**src/hdl/dfh_ram.sv**
```systemverilog
// Generic single-write, single-read RAM with registered read data.
module dfh_ram #(
  parameter int unsigned Width = 8,
  parameter int unsigned Depth = 16
) (
  input  logic                     clk_i,
  input  logic                     we_i,
  input  logic [$clog2(Depth)-1:0] waddr_i,
  input  logic [Width-1:0]         wdata_i,
  input  logic                     re_i,
  input  logic [$clog2(Depth)-1:0] raddr_i,
  output logic [Width-1:0]         rdata_o
);

  logic [Width-1:0] mem_q [Depth];

  always_ff @(posedge clk_i) begin
    if (we_i) begin
      mem_q[waddr_i] <= wdata_i;
    end
    if (re_i) begin
      rdata_o <= mem_q[raddr_i];
    end
  end

endmodule

```
**config.mk**
```make
export PLATFORM = sky130hd
export DESIGN_NAME = dfh_ram
export DESIGN_NICKNAME = d
export VERILOG_FILES = /design/src/hdl/dfh_ram.sv
export SDC_FILE = /design/constraint.sdc
export NUM_CORES = 1
export LEC_CHECK = 0
export BUFFER_PORTS_ARGS = -buffer_cell sky130_fd_sc_hd__buf_4
export CORE_MARGIN = 2
export CORE_UTILIZATION = 40
export DETAILED_ROUTE_END_ITERATION = 12
export HOLD_SLACK_MARGIN = 0.05
export PLACE_DENSITY_LB_ADDON = 0.1
export SETUP_SLACK_MARGIN = 0.3
export SLEW_MARGIN = 20
export SYNTH_ARGS = -nofsm -noshare
export SYNTH_HDL_FRONTEND = slang
export SYNTH_SLANG_ARGS = --single-unit
```
**constraint.sdc**
```tcl
create_clock -name clk_i -period 1.6 [get_ports clk_i]
set_input_delay 0.16 -clock clk_i [delete_from_list [all_inputs] [get_ports clk_i]]
set_output_delay 0.16 -clock clk_i [all_outputs]
set_load 0.03 [all_outputs]
```
==> metrics.txt, run 1 <==
launch point of the worst reg-to-reg path mem_q[11][6]$_DFFE_PP_; final-report setup violation count 0; CTS Hold Bufs 0; total via count after detailed routing 2466; sequential fraction of the synthesis area 78.1%; aggregate global routing overflow 0; post-synthesis adder-cell area fraction 0%; global routing usage summed across all routing layers 16.4%; final slew viol count 0; Avg Inst Size Synth 22.8 sq um; Fmax 0.722 GHz; number of global-route vias before repair 2551; number of maximum-capacitance violations 0; Reg-to-Reg End rdata_o[6]$_DFFE_PP_; number of DRC violations after detailed routing 0; CP bufs+invs 0; diode count 0; fin crit share just under 90%; post-synthesis share of cell area spent on xor and xnor gates 0%; Synth-to-Final Area Change 20.2%; Inserted Clock Buffers 17; Arr. time, crit path 1540 ps; worst hold path type in -> reg; layout cells sized above 1 38.3%; unique cell type count in the Yosys netlist 18; First DRT Iteration DRCs 171; detail-routed net length per standard cell 22.3 um; Final #Nets 309; floorplan die height 118 um; Compound-Gate Fraction of Synth Area 2.30%; Synthesis Warnings 0; final instance area 6280 sq um; setup repair after global routing missed its margin true; critical path peak fanout 1; number of buffers inserted by port buffering 26; number of iterations in the first detailed-routing pass 4; Post-Route WL 10500 um; post-synthesis simple-gate area fraction under 10%; cell-by-cell listing of the critical path mux4_2 > a22oi_2 > nand2_1; Die X 118 um; number of fill cells in the layout 1033; Worst VDD drop 0.000493 V; reg-to-reg slack, setup 210 ps; critical setup path kind reg -> reg; routability cong. 0.707; dominant combinational cell family by area after synthesis multiplexers; # rows just over 40; Critical Path Stages 3; initial antenna violation count 1; multiplexer fraction of the synthesized cell area 14.8%; Worst-path clk slew 50 ps; post-route total power 0.00783 W; kind of start point of the critical path register; family of cells with the greatest summed delay on the critical path multiplexers; Skew-Pair Late Insertion Delay around 400 ps; DP HPWL between 6000 and 7000 um; DRT antenna net count 0; Root Buffer clkbuf_16; die area around 14000 sq um; Lkg Pwr between 2 and 2.5 nW; normalized max-slew margin about two fifths; sort of element at the end of the critical path register; R2R depth 3; largest net degree at the start of global routing 21; starting density of the core 41.3%; slew at the pin closest to its max-slew limit ~900 ps; syn_nets ~250; total of flip-flops plus latches after synthesis roughly 140; number of sinks driven by the clock tree 136; Via density approximately 5.2; top-level I/O count 27; Max clock buf depth 2; delay contributed by the slowest stage of the critical path around 500 ps; post-detailed-placement cell area between 5000 and 6000 sq um; shortest clock period the worst path allows after layout 1390 ps; post-synthesis instance area 5230 sq um; beginning of the critical path mem_q[11][6]$_DFFE_PP_; number of cells produced by synthesis 229; run status finished clean; end of the critical path rdata_o[6]$_DFFE_PP_; level count of the clock H-tree 4; Fin Clk Skew 8.78 ps; required time worst endpoint 1750 ps; clock tree from TritonCTS done; first-pass GRT wire length roughly 16000 um; Critical Path Slowest Stage Cell mux4_2; floorplan core area around 13000 sq um; power density over the cells about 1200 nW/um^2; count of endpoints failing hold in the final timing report 0; postcts setup bufs 0
kinds of logic (layout without fill, tap and decap cells):
group / count (synthesis) / count (layout)
flip-flops: 136 / 136
AND/OR/NAND/NOR: 35 / 35
multiplexers: 32 / 32
AO/OA/AOI/OAI: 16 / 16
buffers and inverters: 10 / 81
metrics by stage:
stage	hold WS, ps	TNS [ps]	instances	utilization (%)	worst slack [ps]
global placement	476	-288	443	45.4	-123
detailed placement	488	-298	443	45.4	-119
finish	68.0	0	472	49.6	214
floorplan	259	0	229	-	174
CTS	59.3	0	472	49.6	185
global route	76.9	0	472	49.6	149
cell type report:
cell class / count / area (sq um) / area share (%)
sequential: 136 / 4080 / 65.0
multi-input combinational: 83 / 1050 / 16.8
clock buffer: 21 / 440 / 7.01
timing repair buffer: 52 / 428 / 6.81
tap: 172 / 215 / 3.43
clock inverter: 8 / 58.8 / 0.936
per-layer routing:
metal / vias up / part of all wire (%) / track usage, %
met5: - / 0.12 / 0
met4: 2 / 1.5 / 6.55
met1: 1313 / 47 / 23.0
met3: 13 / 3.4 / 4.20
met2: 51 / 48 / 24.6
li1: 1087 / - / -
worst min path at each step:
stage	start	to	slack, ps	depth (start not counted)
floorplan	wdata_i[0]	mem_q[0][0]$_DFFE_PP_	260	0
global placement	wdata_i[3]	mem_q[10][3]$_DFFE_PP_	480	1
detailed placement	wdata_i[3]	mem_q[10][3]$_DFFE_PP_	490	1
CTS	wdata_i[4]	mem_q[6][4]$_DFFE_PP_	60	1
global route	wdata_i[2]	mem_q[13][2]$_DFFE_PP_	80	1
finish	wdata_i[4]	mem_q[6][4]$_DFFE_PP_	70	1
flip-flops by register name, summed over array words and instances, names as in the netlist:
signal   count
rdata_o      8
mem_q      128
synthesized netlist by cell type:
master,number,area (sq um)
edfxtp_1,136,4080
a22oi_1,16,120
mux4_2,18,405
nand3_1,1,5.00
buf_6,3,33.8
and2_1,1,6.26
nand3b_1,2,15.0
and2b_1,1,7.51
nor2_1,13,48.8
nor2b_1,1,6.26
buf_4,1,7.51
or3b_2,1,8.76
nand2b_1,2,12.5
buf_2,3,15.0
mux4_1,14,368
nand2_1,9,33.8
clkdlybuf4s25_2,3,30.0
nor3_1,4,20.0
timing repair:
item | in CTS | in global routing
gates cloned | 0 | 0
pin swaps | 4 | 2
endpoints found under the setup margin | 8 | 8
gates resized for setup | 8 | 0
cell usage in the layout, fill, tap and decap left out, drive strengths merged, types with 2 or more instances in the layout:
| cell type | netlist | routed |
|---|---|---|
| mux4 | 32 | 32 |
| clkinv | 0 | 7 |
| nand2b | 2 | 2 |
| buf | 7 | 52 |
| nor2 | 13 | 13 |
| clkbuf | 0 | 21 |
| nor3 | 4 | 4 |
| edfxtp | 136 | 136 |
| a22oi | 16 | 16 |
| nand2 | 9 | 9 |
| nand3b | 2 | 2 |
report_power, final:
group / internal [W] / switching [W] / total [W]
Clock: 0.00207 / 0.00126 / 0.00333
Sequential: 0.00402 / 0.0000240 / 0.00404
Combinational: 0.000204 / 0.000255 / 0.000460
worst reg2reg max path, cell delays in order (launching register included):
cell	delay, ps
edfxtp_1	350
mux4_2	490
a22oi_2	220
nand2_1	80
No activity file was read; power rests on OpenSTA's default activity.
==> run 2: changes to the inputs <==
Settings changed: CELL_PAD_IN_SITES_DETAIL_PLACEMENT from default to 0, CELL_PAD_IN_SITES_GLOBAL_PLACEMENT from default to 1.
==> run 2 against run 1 <==
Effect of this change: clock power barely moved; maximum frequency fell by 3.7%; clock skew fell by 5.0 ps; via count fell by 2.6%; critical endpoint is now rdata_o[5]$_DFFE_PP_; largest cell class unchanged; largest power group unchanged.
==> metrics.txt, run 2 (same netlist as run 1, synthesis figures left out) <==
final setup TNS 0 ps (unchanged); diode count 0 (unchanged); registers with the most flip-flops mem_q (128), rdata_o (8); Lkg Pwr 2.08 nW (+0.25%); normalized max-slew margin 39.0% (-1.2 points); layout cells sized above 1 38.1% (-0.21 points); number of fill cells in the layout 1033 (unchanged); worst hold path type in -> reg; top-level I/O count 27 (unchanged); post-route total power 0.00787 W (+0.42%); Fmax 0.695 GHz (-3.7%); setup repair after global routing missed its margin true; largest net degree at the start of global routing 17 (-19%); First DRT Iteration DRCs 123 (-28%); fin crit share 89.9% (+3.3 points); DRT antenna net count 0 (unchanged); required time worst endpoint 1750 ps (about the same); number of maximum-capacitance violations 0 (unchanged); initial antenna violation count 0 (-1); routability cong. 0.714 (+0.96%); power density over the cells 1250 nW/um^2 (about the same); critical setup path kind reg -> reg; count of endpoints failing hold in the final timing report 0 (unchanged); flip-flop count of the largest register, all copies and words added 128 (unchanged); level count of the clock H-tree 4 (unchanged); clock tree from TritonCTS done; Max clock buf depth 2 (unchanged); DP HPWL 6930 um (+1.8%); number of global-route vias before repair 2443 (-4.2%); total via count after detailed routing 2403 (-2.6%); Synth-to-Final Area Change 20.7%; CTS Hold Bufs 0 (unchanged); Skew-Pair Late Insertion Delay 410 ps (about the same); final slew viol count 0 (unchanged); Die X 118 um (unchanged); number of iterations in the first detailed-routing pass 4 (unchanged); number of DRC violations after detailed routing 0 (unchanged); kind of start point of the critical path register; shortest clock period the worst path allows after layout 1440 ps (+53.3 ps); commonest cells after routing, fill and taps aside edfxtp_1, buf_4, mux4_2, clkbuf_16, nor2_1; aggregate global routing overflow 0 (unchanged); Inserted Clock Buffers 17 (unchanged); Final #Nets 307 (-0.65%); detail-routed net length per standard cell 22.5 um (+0.67%); Arr. time, crit path 1590 ps (+50 ps); first-pass GRT wire length 15800 um (-1.3%); critical path peak fanout 1 (unchanged); Worst VDD drop 0.000516 V (+4.5%); reg-to-reg slack, setup 160 ps (-50 ps); floorplan die height 118 um (unchanged); Post-Route WL 10600 um (+0.46%); Fin Clk Skew 3.82 ps (-4.96 ps); Root Buffer clkbuf_16; # rows 41 (unchanged); slew at the pin closest to its max-slew limit 913 ps (+17.9 ps); number of sinks driven by the clock tree 136 (unchanged); final-report setup violation count 0 (unchanged); run status finished clean; floorplan core area 12700 sq um (unchanged); most frequent standard cell in the layout excluding fill and tap cells edfxtp_1; sort of element at the end of the critical path register; global routing usage summed across all routing layers 16.4% (about the same); number of buffers inserted by port buffering 26 (unchanged); Via density 5.10 (-2.3%); Worst-path clk slew 50 ps (about the same); starting density of the core 41.3% (unchanged); Top reg by flops mem_q; die area 14000 sq um (unchanged)
-- run 2: cell types whose count changed in the layout (fill, tap and decap cells not counted), sizes merged --
cell	previous run	this run
buf	52	50
clkbuf	21	23
clkinv	7	6
-- run 2: area by class of cell --
cell class / count / area [sq um] / share of cell area [%]
flip-flops and latches: 136 / 4080 / 64.7
multi-input cells: 83 / 1070 / 16.9
clock buffers: 23 / 448 / 7.10
repair buffers: 50 / 438 / 6.94
well taps: 172 / 215 / 3.41
clock inverters: 7 / 55.1 / 0.873
-- run 2: repair_timing --
item / 4_1_cts / 5_1_grt
endpoints found under the hold margin: 0 / 0
pin swaps: 2 / 1
setup endpoints to repair: 8 / 8
gates resized for setup: 7 / 2
buffers inserted: 0 / 0
-- run 2: power by group --
group	internal (W)	leakage (nW)	switching, W	total [W]
combinational	0.000209	0.596	0.000272	0.000481
sequential	0.00402	1.24	0.0000191	0.00404
clock	0.00209	0.245	0.00126	0.00335
-- run 2: metrics by stage --
stage | instance area [sq um] | cells | util [%] | setup slack, ps | hold WS [ps]
2_1_floorplan | 5230 | 229 | - | 174 | 259
3_3_place_gp | 5760 | 441 | 45.5 | -205 | 478
3_5_place_dp | 5760 | 441 | 45.5 | -191 | 480
4_1_cts | 6300 | 471 | 49.7 | 141 | 51.5
5_1_grt | 6310 | 471 | 49.8 | 107 | 51.8
6_report | 6310 | 471 | 49.8 | 161 | 65.2
-- run 2: worst paths after layout --
check,startpoint,cells past startpoint,end
setup reg to reg,mem_q[7][5]$_DFFE_PP_,3,rdata_o[5]$_DFFE_PP_
setup / recovery,mem_q[7][5]$_DFFE_PP_,3,rdata_o[5]$_DFFE_PP_
hold / removal,re_i,1,rdata_o[0]$_DFFE_PP_
hold reg to reg,mem_q[15][5]$_DFFE_PP_,3,rdata_o[5]$_DFFE_PP_
-- run 2: critical path, cell delays in order (launching register included) --
cell      delay, ps
edfxtp_1        350
mux4_2          520
a22oi_2         230
nand2_1          80
-- run 2: routing by layer --
metal  global-route usage (%)  share of wire [%]  vias up
met5                        0                  0        -
met4                     7.83                2.4        0
met3                     4.20                3.8       17
met2                     23.3                 46       57
met1                     23.8                 47     1245
li1                         -                  -     1084
==> run 3: changes to the inputs <==
Settings changed: REMOVE_ABC_BUFFERS from default to 1.
==> run 3 against run 2 <==
Effect of this change: worst hold slack better by 2.1 ps; largest power group unchanged; core utilization up 0.43 points; critical path type unchanged; sequential share of layout area down 0.56 points; non-clock buffer count unchanged.
==> metrics.txt, run 3 (same netlist as run 1, synthesis figures left out) <==
DRT antenna net count 0 (unchanged); shortest clock period the worst path allows after layout 1410 ps (-32.7 ps); critical path peak fanout 1 (unchanged); count of endpoints failing hold in the final timing report 0 (unchanged); flip-flop count of the largest register, all copies and words added 128 (unchanged); worst hold path type in -> reg; post-place setup slack -157 ps (+34.2 ps); critical setup path kind reg -> reg; Final #Nets 307 (unchanged); Inserted Clock Buffers 17 (unchanged); Fmax 0.711 GHz (+2.3%); DP HPWL 6600 um (-4.8%); aggregate global routing overflow 0 (unchanged); Worst VDD drop 0.000519 V (+0.64%); delay contributed by the slowest stage of the critical path 480 ps (-40 ps); CP bufs+invs 0 (unchanged); die area 14000 sq um (unchanged); Die X 118 um (unchanged); top-level I/O count 27 (unchanged); kind of start point of the critical path register; run status finished clean; met2 demand-to-capacity share in global routing 23.2% (-0.036 points); final setup TNS 0 ps (unchanged); Critical Path Slowest Stage Cell mux4_2; final slew viol count 0 (unchanged); floorplan core area 12700 sq um (unchanged); Root Buffer clkbuf_16; clock tree from TritonCTS done; Synth-to-Final Area Change 21.7%; starting density of the core 41.3% (unchanged); floorplan die height 118 um (unchanged); final-report setup violation count 0 (unchanged); Fin Clk Skew 7.29 ps (+3.47 ps); Worst-path clk slew 60 ps (about the same); fin crit share 87.9% (-2.0 points); power density over the cells 1280 nW/um^2 (+2.5%); level count of the clock H-tree 4 (unchanged); number of DRC violations after detailed routing 0 (unchanged); number of global-route vias before repair 2513 (+2.9%); slew at the pin closest to its max-slew limit 905 ps (-7.56 ps); number of iterations in the first detailed-routing pass 4 (unchanged); commonest cells after routing, fill and taps aside edfxtp_1, buf_4, mux4_2, clkbuf_16, nor2_1; Hold Crit Depth 1 (unchanged); detail-routed net length per standard cell 21.7 um (-3.2%); Top reg by flops mem_q; setup slack of the critical path after layout 194 ps (+32.7 ps); Lkg Pwr 2.09 nW (+0.79%); sort of element at the end of the critical path register; diode count 0 (unchanged); Post-Route WL 10300 um (-2.8%); required time worst endpoint 1750 ps (about the same); routability cong. 0.712 (-0.18%); layout cells sized above 1 39.2% (+1.1 points); first-pass GRT wire length 15700 um (-0.92%); initial antenna violation count 0 (unchanged); First DRT Iteration DRCs 127 (+3.3%); Arr. time, crit path 1560 ps (-30 ps); Max clock buf depth 2 (unchanged); Via density 5.08 (-0.42%); global-route met3 utilization 4.58% (+0.39 points); tightest hold margin 67.3 ps (+2.12 ps); R2R depth 3 (unchanged); global routing usage summed across all routing layers 15.9% (-0.56 points); number of buffers inserted by port buffering 26 (unchanged); most frequent standard cell in the layout excluding fill and tap cells edfxtp_1; setup repair after global routing missed its margin true; # rows 41 (unchanged); Skew-Pair Late Insertion Delay 410 ps (about the same); cell-by-cell listing of the critical path mux4_2 > a22oi_2 > nand2_1; normalized max-slew margin 39.5% (+0.50 points); final core area utilization 50.2% (+0.43 points); largest net degree at the start of global routing 19 (+2); number of sinks driven by the clock tree 136 (unchanged); number of maximum-capacitance violations 0 (unchanged); GR met1 Demand/Resource 22.6% (-1.2 points); total via count after detailed routing 2403 (unchanged); family of cells with the greatest summed delay on the critical path multiplexers; Critical Path Stages 3 (unchanged); most heavily used metal layer in global routing met2; registers with the most flip-flops mem_q (128), rdata_o (8)
==> run 3: changes by cell type in the layout (fill, tap and decap cells not counted), sizes merged <==
cell / delta
clkinvlp: +5
bufinv: +1
clkinv: +2
buf: -1
clkbuf: -6
dlygate4sd3: +1
==> run 3: worst paths after layout <==
check | startpoint | end | slack [ps]
max | mem_q[11][5]$_DFFE_PP_ | rdata_o[5]$_DFFE_PP_ | 190
min | wdata_i[2] | mem_q[7][2]$_DFFE_PP_ | 70
max reg2reg | mem_q[11][5]$_DFFE_PP_ | rdata_o[5]$_DFFE_PP_ | 190
min reg2reg | mem_q[14][6]$_DFFE_PP_ | rdata_o[6]$_DFFE_PP_ | 760
==> run 3: worst register-to-register path: stages, from the launching register on <==
cell and delay (ps):
edfxtp_1 380, mux4_2 490, a22oi_2 220, nand2_1 80
==> run 3: power breakdown <==
group          switching [W]  leakage, nW  total, W  internal, W
Clock                0.00137        0.261   0.00363      0.00226
Sequential         0.0000222         1.24   0.00404      0.00402
Combinational       0.000258        0.596  0.000467     0.000210
==> run 3: layout make-up <==
cell class	count	area [sq um]
clock buffers	17	425
clock inverters	15	136
fillers	1048	6310
multi-input cells	83	1060
flip-flops and latches	136	4080
well taps	172	215
repair buffers	50	440
==> run 3: timing repair <==
action,in CTS,in global routing
setup buffers,0,0
hold buffers,0,1
resized for setup,20,2
setup endpoints to repair,8,8
pin swaps,12,0
hold endpoints to repair,0,8
==> run 3: metrics by stage <==
step | total power, W | area, sq um | std cells
CTS | 0.00822 | 6350 | 472
global placement | 0.00456 | 5790 | 440
detailed placement | 0.00457 | 5790 | 440
finish | 0.00813 | 6360 | 473
floorplan | 0.00430 | 5140 | 219
global route | 0.00841 | 6360 | 473
==> run 3: metal layers <==
layer  routed length, um  up-vias
li1                    -     1088
met1                4990     1236
met2                4680       66
met3                 426       13
met4                 176        0
met5                   0        -
